[src/hrl_pkg.sv]
package hrl_pkg;

    localparam int HRL_PACKET_BYTES = 4096;

    localparam int HDR_NUM = 5;
    localparam int FIELD_NUM = 5;
    localparam int HDR_PAT_CHARS = 11;

    // header pattern slots
    localparam logic [2:0] HDR_HOST    = 3'd0;
    localparam logic [2:0] HDR_AGENT   = 3'd1;
    localparam logic [2:0] HDR_REFERER = 3'd2;
    localparam logic [2:0] HDR_RANGE   = 3'd3;
    localparam logic [2:0] HDR_COOKIE  = 3'd4;

    // captured field slots; FLD_PATH doubles as "no capture pending"
    localparam logic [2:0] FLD_NONE    = 3'd0;
    localparam logic [2:0] FLD_PATH    = 3'd0;
    localparam logic [2:0] FLD_HOST    = 3'd1;
    localparam logic [2:0] FLD_AGENT   = 3'd2;
    localparam logic [2:0] FLD_REFERER = 3'd3;
    localparam logic [2:0] FLD_COOKIE  = 3'd4;

    localparam logic [2:0] ST_OK         = 3'd0;
    localparam logic [2:0] ST_BAD_METHOD = 3'd1;
    localparam logic [2:0] ST_NO_SLASH   = 3'd2;
    localparam logic [2:0] ST_NO_SPACE   = 3'd3;
    localparam logic [2:0] ST_DROP_EXT   = 3'd4;
    localparam logic [2:0] ST_RANGE      = 3'd5;

    localparam logic [7:0] CHR_G     = "G";
    localparam logic [7:0] CHR_E     = "E";
    localparam logic [7:0] CHR_P     = "P";
    localparam logic [7:0] CHR_O     = "O";
    localparam logic [7:0] CHR_SLASH = "/";
    localparam logic [7:0] CHR_SPACE = " ";
    localparam logic [7:0] CHR_CR    = 8'h0D;
    localparam logic [7:0] CHR_DOT   = ".";
    localparam logic [7:0] CHR_WILD  = "*";
    localparam logic [7:0] CHR_NUL   = 8'h00;

    // order does not matter, only membership
    localparam logic [8:0][23:0] EXT3 = {"png", "jpg", "gif", "css", "xml",
                                         "mp4", "mp3", "zip", "rar"};
    localparam logic [2:0][31:0] EXT4 = {"webp", "jpeg", "json"};

    typedef enum logic [2:0] {
        PH_METHOD,
        PH_SLASH,
        PH_SPACE,
        PH_SEEK_CR,
        PH_SKIP,
        PH_LINE,
        PH_DONE
    } hrl_phase_t;

    typedef struct packed {
        logic [7:0] data;
        logic       last;
    } hrl_byte_t;

    typedef struct packed {
        logic [2:0]  status;
        logic [11:0] path_start;
        logic [11:0] path_len;
        logic [11:0] host_start;
        logic [11:0] host_len;
        logic [11:0] agent_start;
        logic [11:0] agent_len;
        logic [11:0] referer_start;
        logic [11:0] referer_len;
        logic [11:0] cookie_start;
        logic [11:0] cookie_len;
    } hrl_result_t;

    // patterns padded on the right to 11 chars; padding lies past hdr_len
    function automatic logic [HDR_PAT_CHARS*8-1:0] hdr_pat(input logic [2:0] c);
        case (c)
            HDR_HOST:    return "Host:******";
            HDR_AGENT:   return "Us*r*A****:";
            HDR_REFERER: return "Re*e*e*:***";
            HDR_RANGE:   return "Ra*ge:*****";
            HDR_COOKIE:  return "Co*k*e:****";
            default:     return {HDR_PAT_CHARS{CHR_WILD}};
        endcase
    endfunction

    function automatic logic [7:0] hdr_char(input logic [2:0] c, input logic [3:0] k);
        logic [HDR_PAT_CHARS*8-1:0] sh;
        sh = hdr_pat(c) << {k, 3'b000};
        if (k >= 4'(HDR_PAT_CHARS)) begin
            return CHR_WILD;
        end
        return sh[HDR_PAT_CHARS*8-1 -: 8];
    endfunction

    function automatic logic [3:0] hdr_len(input logic [2:0] c);
        case (c)
            HDR_HOST:    return 4'd5;
            HDR_AGENT:   return 4'd11;
            HDR_REFERER: return 4'd8;
            HDR_RANGE:   return 4'd6;
            HDR_COOKIE:  return 4'd7;
            default:     return 4'd0;
        endcase
    endfunction

    function automatic logic [3:0] hdr_value_off(input logic [2:0] c);
        case (c)
            HDR_HOST:    return 4'd6;
            HDR_AGENT:   return 4'd12;
            HDR_REFERER: return 4'd9;
            HDR_COOKIE:  return 4'd8;
            default:     return 4'd0;
        endcase
    endfunction

    function automatic logic [2:0] hdr_field(input logic [2:0] c);
        case (c)
            HDR_HOST:    return FLD_HOST;
            HDR_AGENT:   return FLD_AGENT;
            HDR_REFERER: return FLD_REFERER;
            HDR_COOKIE:  return FLD_COOKIE;
            default:     return FLD_NONE;
        endcase
    endfunction

    // a dot four back checks three letters only; otherwise try four letters
    function automatic logic dropped_ext(input logic [7:0] h4, input logic [7:0] h3,
                                         input logic [7:0] h2, input logic [7:0] h1,
                                         input logic [7:0] h0);
        logic hit;
        hit = 1'b0;
        if (h3 == CHR_DOT) begin
            for (int i = 0; i < 9; i++) begin
                if (EXT3[i] == {h2, h1, h0}) begin
                    hit = 1'b1;
                end
            end
        end else if (h4 == CHR_DOT) begin
            for (int i = 0; i < 3; i++) begin
                if (EXT4[i] == {h3, h2, h1, h0}) begin
                    hit = 1'b1;
                end
            end
        end
        return hit;
    endfunction

endpackage

[src/http_request_header_locator.sv]
// Channel   Dir  Width  Contents (lowest bit up)
// s_axis    in   8+1    tdata: data_byte; tlast: last_byte
// m_axis    out  128    tdata: status, path_start, path_len, host_start, host_len,
//                       agent_start, agent_len, referer_start, referer_len,
//                       cookie_start, cookie_len, zero fill
//
// One byte per cycle, unless a last byte is held back. Each byte is held in the input register,
// where the parser state is updated; the result for the packet's last byte is
// loaded into the output register as that byte leaves the input register.
// A last byte waits in the input register while an earlier result is untaken;
// other bytes keep flowing. Reset clears all parser state and both valid flags.
module http_request_header_locator
    import hrl_pkg::*;
#(
    parameter int PACKET_BYTES = HRL_PACKET_BYTES
) (
    input  logic         aclk,
    input  logic         aresetn,
    input  logic         s_axis_tvalid,
    output logic         s_axis_tready,
    input  logic [7:0]   s_axis_tdata,   // data_byte
    input  logic         s_axis_tlast,   // last_byte
    output logic         m_axis_tvalid,
    input  logic         m_axis_tready,
    output logic [127:0] m_axis_tdata    // status, path_start .. cookie_len, zero fill
);

    logic        item_valid;
    hrl_byte_t   item;
    logic        advance;
    logic        out_busy;
    hrl_result_t result;

    // only the last byte of a request needs the output register free
    assign advance = item_valid && (!item.last || !out_busy || m_axis_tready);

    hrl_in_stage u_in (
        .aclk          (aclk),
        .aresetn       (aresetn),
        .s_axis_tvalid (s_axis_tvalid),
        .s_axis_tready (s_axis_tready),
        .s_axis_tdata  (s_axis_tdata),
        .s_axis_tlast  (s_axis_tlast),
        .advance       (advance),
        .item_valid    (item_valid),
        .item          (item)
    );

    hrl_parser #(
        .PACKET_BYTES (PACKET_BYTES)
    ) u_parser (
        .aclk    (aclk),
        .aresetn (aresetn),
        .step_en (advance),
        .in_item (item),
        .result  (result)
    );

    hrl_out_stage u_out (
        .aclk          (aclk),
        .aresetn       (aresetn),
        .load          (advance && item.last),
        .result        (result),
        .busy          (out_busy),
        .m_axis_tvalid (m_axis_tvalid),
        .m_axis_tready (m_axis_tready),
        .m_axis_tdata  (m_axis_tdata)
    );

endmodule

[src/hrl_in_stage.sv]
module hrl_in_stage
    import hrl_pkg::*;
(
    input  logic      aclk,
    input  logic      aresetn,
    input  logic      s_axis_tvalid,
    output logic      s_axis_tready,
    input  logic [7:0] s_axis_tdata,   // data_byte
    input  logic      s_axis_tlast,    // last_byte
    input  logic      advance,
    output logic      item_valid,
    output hrl_byte_t item
);

    logic      valid_reg;
    hrl_byte_t item_reg;

    assign s_axis_tready = !valid_reg || advance;
    assign item_valid    = valid_reg;
    assign item          = item_reg;

    always_ff @(posedge aclk) begin
        if (!aresetn) begin
            valid_reg <= 1'b0;
        end else if (s_axis_tvalid && s_axis_tready) begin
            valid_reg <= 1'b1;
        end else if (advance) begin
            valid_reg <= 1'b0;
        end
    end

    always_ff @(posedge aclk) begin
        if (s_axis_tvalid && s_axis_tready) begin
            item_reg.data <= s_axis_tdata;
            item_reg.last <= s_axis_tlast;
        end
    end

endmodule

[src/hrl_parser.sv]
module hrl_parser
    import hrl_pkg::*;
#(
    parameter int PACKET_BYTES = HRL_PACKET_BYTES
) (
    input  logic        aclk,
    input  logic        aresetn,
    input  logic        step_en,
    input  hrl_byte_t   in_item,
    output hrl_result_t result
);

    // room for the farthest value start: PACKET_BYTES + 1 + 12
    localparam int POS_W = $clog2(PACKET_BYTES + 14);
    localparam logic [POS_W-1:0] POS_LIMIT = POS_W'(PACKET_BYTES);

    logic [POS_W-1:0] pos_reg, pos_next;
    hrl_phase_t       phase_reg, phase_next;
    logic [3:0]       line_off_reg, line_off_next;
    logic [POS_W-1:0] line_start_reg, line_start_next;
    logic [4:0]       cand_reg, cand_next;
    logic [7:0]       hist_reg [5];
    logic [7:0]       hist_next [5];
    logic [2:0]       pend_reg, pend_next;
    logic [POS_W-1:0] start_reg [FIELD_NUM];
    logic [POS_W-1:0] start_next [FIELD_NUM];
    logic [POS_W-1:0] len_reg [FIELD_NUM];
    logic [POS_W-1:0] len_next [FIELD_NUM];
    logic [2:0]       err_reg, err_next;

    function automatic logic [11:0] sat12(input logic [POS_W-1:0] v);
        logic [POS_W+11:0] w;
        w = {12'b0, v};
        return (w > (POS_W+12)'(4095)) ? 12'hFFF : w[11:0];
    endfunction

    always_comb begin
        logic             do_end;
        logic [POS_W-1:0] end_pos;
        logic             fin_en;
        logic [POS_W-1:0] fin_end;
        logic [4:0]       cand_w;
        logic [4:0]       hit;
        logic [7:0]       want;
        logic [7:0]       b;

        pos_next        = pos_reg;
        phase_next      = phase_reg;
        line_off_next   = line_off_reg;
        line_start_next = line_start_reg;
        cand_next       = cand_reg;
        hist_next       = hist_reg;
        pend_next       = pend_reg;
        start_next      = start_reg;
        len_next        = len_reg;
        err_next        = err_reg;

        b       = in_item.data;
        do_end  = 1'b0;
        end_pos = pos_reg;
        fin_en  = 1'b0;
        fin_end = pos_reg;
        cand_w  = cand_reg;
        hit     = '0;
        want    = CHR_WILD;

        if (phase_reg != PH_DONE) begin
            if (pos_reg >= POS_LIMIT) begin
                do_end  = 1'b1;
                end_pos = POS_LIMIT;
            end else if (b == CHR_NUL) begin
                do_end  = 1'b1;
                end_pos = pos_reg;
            end else begin
                case (phase_reg)
                    PH_METHOD: begin
                        if (pos_reg != '0) begin
                            if ((hist_reg[0] == CHR_G && b == CHR_E) ||
                                (hist_reg[0] == CHR_P && b == CHR_O)) begin
                                phase_next = PH_SLASH;
                            end else begin
                                err_next   = ST_BAD_METHOD;
                                phase_next = PH_DONE;
                            end
                        end
                    end
                    PH_SLASH: begin
                        if (b == CHR_SLASH) begin
                            start_next[FLD_PATH] = pos_reg;
                            phase_next           = PH_SPACE;
                        end
                    end
                    PH_SPACE: begin
                        if (b == CHR_SPACE) begin
                            if (dropped_ext(hist_reg[4], hist_reg[3], hist_reg[2],
                                            hist_reg[1], hist_reg[0])) begin
                                err_next   = ST_DROP_EXT;
                                phase_next = PH_DONE;
                            end else begin
                                len_next[FLD_PATH] = pos_reg - start_reg[FLD_PATH];
                                phase_next         = PH_SEEK_CR;
                            end
                        end
                    end
                    PH_SEEK_CR: begin
                        if (b == CHR_CR) begin
                            line_start_next = pos_reg + POS_W'(2);
                            phase_next      = PH_SKIP;
                        end
                    end
                    PH_SKIP: begin
                        line_off_next = 4'd0;
                        cand_next     = '0;
                        phase_next    = PH_LINE;
                    end
                    PH_LINE: begin
                        if (b == CHR_CR) begin
                            fin_en          = 1'b1;
                            fin_end         = pos_reg;
                            cand_next       = '0;
                            line_start_next = pos_reg + POS_W'(2);
                            phase_next      = PH_SKIP;
                        end else begin
                            if (line_off_reg == 4'd0) begin
                                cand_w = 5'h1F;
                            end
                            for (int c = 0; c < HDR_NUM; c++) begin
                                if (cand_w[c]) begin
                                    want = hdr_char(3'(c), line_off_reg);
                                    if (line_off_reg >= hdr_len(3'(c))) begin
                                        cand_w[c] = 1'b0;
                                    end else if (want != CHR_WILD && b != want) begin
                                        cand_w[c] = 1'b0;
                                    end else if (line_off_reg + 4'd1 == hdr_len(3'(c))) begin
                                        cand_w[c] = 1'b0;
                                        hit[c]    = 1'b1;
                                    end
                                end
                            end
                            if (hit[HDR_RANGE]) begin
                                err_next   = ST_RANGE;
                                phase_next = PH_DONE;
                            end else begin
                                cand_next = cand_w;
                                // pattern lengths differ, so at most one hit per byte
                                for (int c = 0; c < HDR_NUM; c++) begin
                                    if (hit[c]) begin
                                        start_next[hdr_field(3'(c))] = line_start_reg +
                                            POS_W'(hdr_value_off(3'(c)));
                                        len_next[hdr_field(3'(c))] = '0;
                                        pend_next = hdr_field(3'(c));
                                    end
                                end
                                if (line_off_reg != 4'd15) begin
                                    line_off_next = line_off_reg + 4'd1;
                                end
                            end
                        end
                    end
                    default: begin
                    end
                endcase
                hist_next[0] = b;
                for (int i = 1; i < 5; i++) begin
                    hist_next[i] = hist_reg[i-1];
                end
                pos_next = pos_reg + POS_W'(1);
            end
        end

        // packet ends on this byte with parsing still open
        if (in_item.last && !do_end && phase_next != PH_DONE) begin
            do_end  = 1'b1;
            end_pos = pos_next;
        end

        if (do_end) begin
            case (phase_next)
                PH_METHOD: err_next = ST_BAD_METHOD;
                PH_SLASH:  err_next = ST_NO_SLASH;
                PH_SPACE:  err_next = ST_NO_SPACE;
                PH_LINE: begin
                    fin_en  = 1'b1;
                    fin_end = end_pos;
                end
                default: begin
                end
            endcase
            phase_next = PH_DONE;
        end

        if (fin_en) begin
            for (int f = 1; f < FIELD_NUM; f++) begin
                if (pend_next == 3'(f)) begin
                    len_next[f] = (fin_end > start_next[f]) ? fin_end - start_next[f] : '0;
                end
            end
            pend_next = FLD_NONE;
        end
    end

    always_comb begin
        logic ok;
        ok = (err_next == ST_OK);
        result.status        = err_next;
        result.path_start    = ok ? sat12(start_next[FLD_PATH]) : 12'd0;
        result.path_len      = ok ? sat12(len_next[FLD_PATH]) : 12'd0;
        result.host_start    = ok ? sat12(start_next[FLD_HOST]) : 12'd0;
        result.host_len      = ok ? sat12(len_next[FLD_HOST]) : 12'd0;
        result.agent_start   = ok ? sat12(start_next[FLD_AGENT]) : 12'd0;
        result.agent_len     = ok ? sat12(len_next[FLD_AGENT]) : 12'd0;
        result.referer_start = ok ? sat12(start_next[FLD_REFERER]) : 12'd0;
        result.referer_len   = ok ? sat12(len_next[FLD_REFERER]) : 12'd0;
        result.cookie_start  = ok ? sat12(start_next[FLD_COOKIE]) : 12'd0;
        result.cookie_len    = ok ? sat12(len_next[FLD_COOKIE]) : 12'd0;
    end

    always_ff @(posedge aclk) begin
        if (!aresetn || (step_en && in_item.last)) begin
            pos_reg        <= '0;
            phase_reg      <= PH_METHOD;
            line_off_reg   <= 4'd0;
            line_start_reg <= '0;
            cand_reg       <= '0;
            pend_reg       <= FLD_NONE;
            err_reg        <= ST_OK;
            for (int i = 0; i < 5; i++) begin
                hist_reg[i] <= 8'd0;
            end
            for (int f = 0; f < FIELD_NUM; f++) begin
                start_reg[f] <= '0;
                len_reg[f]   <= '0;
            end
        end else if (step_en) begin
            pos_reg        <= pos_next;
            phase_reg      <= phase_next;
            line_off_reg   <= line_off_next;
            line_start_reg <= line_start_next;
            cand_reg       <= cand_next;
            pend_reg       <= pend_next;
            err_reg        <= err_next;
            hist_reg       <= hist_next;
            start_reg      <= start_next;
            len_reg        <= len_next;
        end
    end

endmodule

[src/hrl_out_stage.sv]
module hrl_out_stage
    import hrl_pkg::*;
(
    input  logic         aclk,
    input  logic         aresetn,
    input  logic         load,
    input  hrl_result_t  result,
    output logic         busy,
    output logic         m_axis_tvalid,
    input  logic         m_axis_tready,
    output logic [127:0] m_axis_tdata
);

    logic         valid_reg;
    logic [127:0] data_reg;

    assign busy          = valid_reg;
    assign m_axis_tvalid = valid_reg;
    assign m_axis_tdata  = data_reg;

    always_ff @(posedge aclk) begin
        if (!aresetn) begin
            valid_reg <= 1'b0;
        end else if (load) begin
            valid_reg <= 1'b1;
        end else if (m_axis_tready) begin
            valid_reg <= 1'b0;
        end
    end

    always_ff @(posedge aclk) begin
        if (load) begin
            data_reg <= {5'b0,
                         result.cookie_len, result.cookie_start,
                         result.referer_len, result.referer_start,
                         result.agent_len, result.agent_start,
                         result.host_len, result.host_start,
                         result.path_len, result.path_start,
                         result.status};
        end
    end

endmodule
[config.mk]
export PLATFORM = sky130hd
export DESIGN_NAME = http_request_header_locator
export DESIGN_NICKNAME = d
export VERILOG_FILES = /design/src/hrl_pkg.sv /design/src/http_request_header_locator.sv /design/src/hrl_in_stage.sv /design/src/hrl_parser.sv /design/src/hrl_out_stage.sv
export SDC_FILE = /design/constraint.sdc
export NUM_CORES = 1
export LEC_CHECK = 0
export BUFFER_PORTS_ARGS = -buffer_cell sky130_fd_sc_hd__buf_4
export CAP_MARGIN = 20
export CORE_ASPECT_RATIO = 0.9
export CORE_MARGIN = 4
export CORE_UTILIZATION = 35
export DETAILED_ROUTE_END_ITERATION = 10
export GPL_ROUTABILITY_DRIVEN = 0
export SLEW_MARGIN = 40
export SYNTH_ARGS = -nofsm -noshare
export SYNTH_HDL_FRONTEND = slang
export SYNTH_SLANG_ARGS = --single-unit
[constraint.sdc]
create_clock -name aclk -period 13.35 [get_ports aclk]
set_input_delay 2.0025 -clock aclk [delete_from_list [all_inputs] [get_ports aclk]]
set_output_delay 2.0025 -clock aclk [all_outputs]
set_load 0.1 [all_outputs]
==> run metrics <==
Synthesis Warnings=0; drt wl/cell=approximately 19 um; Nets=2,499; post-DP HPWL=around 43 mm; Final period util=59.46%; Setup-failing EPs final=0; Clock Skew=~0.034 ns; hold_buf cts=0; Final Max Tran Viols=0; clk root buf=clkbuf_16; Arrival @ worst endpoint=8.20 ns; synthesis-stage register bit count=348; Power per Cell Area=111.2 mW/mm2; pre-CTS setup slack=around 5.6 ns; Int Power=1.842 mW; normalized max-slew margin=37.98%; peak supply drop=78.01 uV; Slowest Stage Delay on Critical Path=roughly 0.68 ns; endpoints failing hold=0; register area share after synthesis=41.26%; post-synthesis cell area=0.02009 mm2; EDFF count, synth=132; drt total wl=61.57 mm; area grow syn2layout=14.86%; clock power share=around 43%; CP startpoint kind=flip-flop; CTS resizes=0; count of cell types in the netlist=87; clk sinks=approximately 350; Top FF cell, synth=dfxtp_1; antenna violations before repair=1; Lkg Pwr=roughly 8.1 nW; Worst-Skew Late Latency=0.58 ns; CP endpoint kind=flip-flop; vias in the first global route=16,758; layout cells sized above 1=11.53%; Crit-path slowest cell=a21oi_1; Fill cells=5,749; final antenna-violating net count=0; max frequency=126.0 MHz; GRT overflow=0; DIE AREA=0.06130 mm2; CTS buffer count=39; DRT iter0 DRCs=about 1,900; post-route cell area=0.02307 mm2; largest net degree at the start of global routing=82; sequential power share=44.4%; H-tree levels=2; CP Data Required Time=roughly 14 ns; Final Hold Slack=0.4586 ns; fraction of registers with async set/reset=0%; Syn Area/Cell=~8.6 um2; hold crit path type=flip-flop to flip-flop; # DRC=0; setup_tns=0 ns; sw frac=28.20%; first-pass GRT wire length=95.62 mm; RSZ-0062 raised after global routing=false; clk slew on worst S/H paths=about 0.06 ns; iteration count of the initial detailed-routing pass=6; run status=completed; Worst-Margin Slew=~0.9 ns; chip width=260.5 um; Setup Fix Bufs, Post-CTS=0; Area after DPL=0.02175 mm2; max reg flops=123; post-synthesis cell count=around 2,300; IO Port Bufs=137; Final min period=between 7 and 8 ns; combinational power share=12.8%; Final WS setup=5.412 ns; critical-path maximum fanout=15; max cap viols=0; total track usage=between 15 and 20%; most common cell after layout, fill and taps aside=a21oi_1; die height=approximately 240 um; critical setup path kind=flip-flop to flip-flop; fin util=approximately 40%; Via density=5.623; core area=between 0.05 and 0.06 mm2; routed via count=about 18,000; clock buffer depth=3; TritonCTS clock tree=yes; Row Count=83; io pins=143; Initial Util=a little over a third; most frequent cells in the layout=a21oi_1, nor2_1, nand2_1, dfxtp_1, buf_4; Switching Power=0.7235 mW
[power by group through the flow]
stage | clock network (mW) | registers, mW | logic [mW]
after floorplan | 0 | 1.23 | 0.173
after global placement | 0 | 1.16 | 0.316
after detailed placement | 0 | 1.16 | 0.321
after CTS | 1.12 | 1.14 | 0.322
after global routing | 1.17 | 1.14 | 0.349
final | 1.10 | 1.14 | 0.328
[synth_stat cells (20+ instances only)]
master    number  share of area, %
a22oi_1       20              0.75
nor2b_1       22              0.69
ha_1          83               5.2
nand3_1       47               1.2
or3_1         21              0.65
inv_1         66               1.2
o21a_1        22              0.82
dfxtp_1      216                22
mux2i_1       40               2.0
a211oi_1      53               2.0
a21o_1        28               1.0
clkbuf_1     120               2.2
a22o_1        43               1.9
a21oi_1      289               7.2
xnor2_1       78               3.4
edfxtp_1     132                20
nor2_1       277               5.2
nand4_1       39               1.2
xor2_1        32               1.4
nor3_1        40               1.0
buf_2         29              0.72
o21ai_0      119               3.0
nand2_1      242               4.5
a31oi_1       28              0.87
[kinds of logic after synthesis]
group	synth area share, %
AOI/OAI and AO/OA	21.87
xor gates and xnor gates	4.796
adders and majority gates	5.668
buffers and inverters	4.758
DFF	41.26
muxes	2.161
other	0.01867
and+or+nand+nor	19.48
[path summary, 6_finish.rpt]
| check | from | to | slack [ns] | cells past startpoint |
|---|---|---|---|---|
| worst max-delay path | u_parser.line_off_reg[0]$_SDFFE_PP0P_ | u_out.m_axis_tdata[98]$_SDFFCE_PP0P_ | 5.41 | 26 |
| worst min-delay path | u_parser.hist_reg[4]$_SDFFE_PP0P_ | u_parser.hist_reg[4]$_SDFFE_PP0P_ | 0.46 | 2 |
| worst max register to register | u_parser.line_off_reg[0]$_SDFFE_PP0P_ | u_out.m_axis_tdata[98]$_SDFFCE_PP0P_ | 5.41 | 26 |
| worst min register to register | u_parser.hist_reg[4]$_SDFFE_PP0P_ | u_parser.hist_reg[4]$_SDFFE_PP0P_ | 0.46 | 2 |
[final cells by class]
| cell class | count | area, um2 | area share [%] |
|---|---|---|---|
| multi-input cells | 1770 | 10980 | 47.58 |
| inverters | 67 | 251.5 | 1.090 |
| flip-flops and latches | 348 | 8288 | 35.92 |
| clock inverters | 21 | 230.2 | 0.9977 |
| well taps | 765 | 957.2 | 4.148 |
| clock buffers | 51 | 1052 | 4.560 |
| diodes | 2 | 5.005 | 0.02169 |
| repair buffers | 172 | 1311 | 5.683 |
[critical path, delay by kind of cell, from the launching register on]
kind                       cells  cell delay [ns]
AOI/OAI and AO/OA             15             4.45
and+or+nand+nor                5             1.18
adders and majority gates      4             1.11
DFF                            1             0.63
xor gates and xnor gates       1             0.15
buffers and inverters          1             0.07
[through the flow]
step / instances / power (mW)
floorplan: 2351 / 1.404
global placement: 3121 / 1.477
detailed placement: 3121 / 1.482
CTS: 3193 / 2.585
global route: 3195 / 2.656
finish: 3196 / 2.565
[layer usage]
layer  routed length (um)  up-vias  global-route usage [%]  part of all wire [%]
li1                     -     8576                       -                     -
met1                27710     8545                   26.98                    45
met2                26660      702                   29.10                    43
met3                 4726      143                   3.948                   7.7
met4                 2401        4                   7.513                   3.9
met5                   73        -                  0.3968                  0.12
Power figures use the tool's default switching activity.
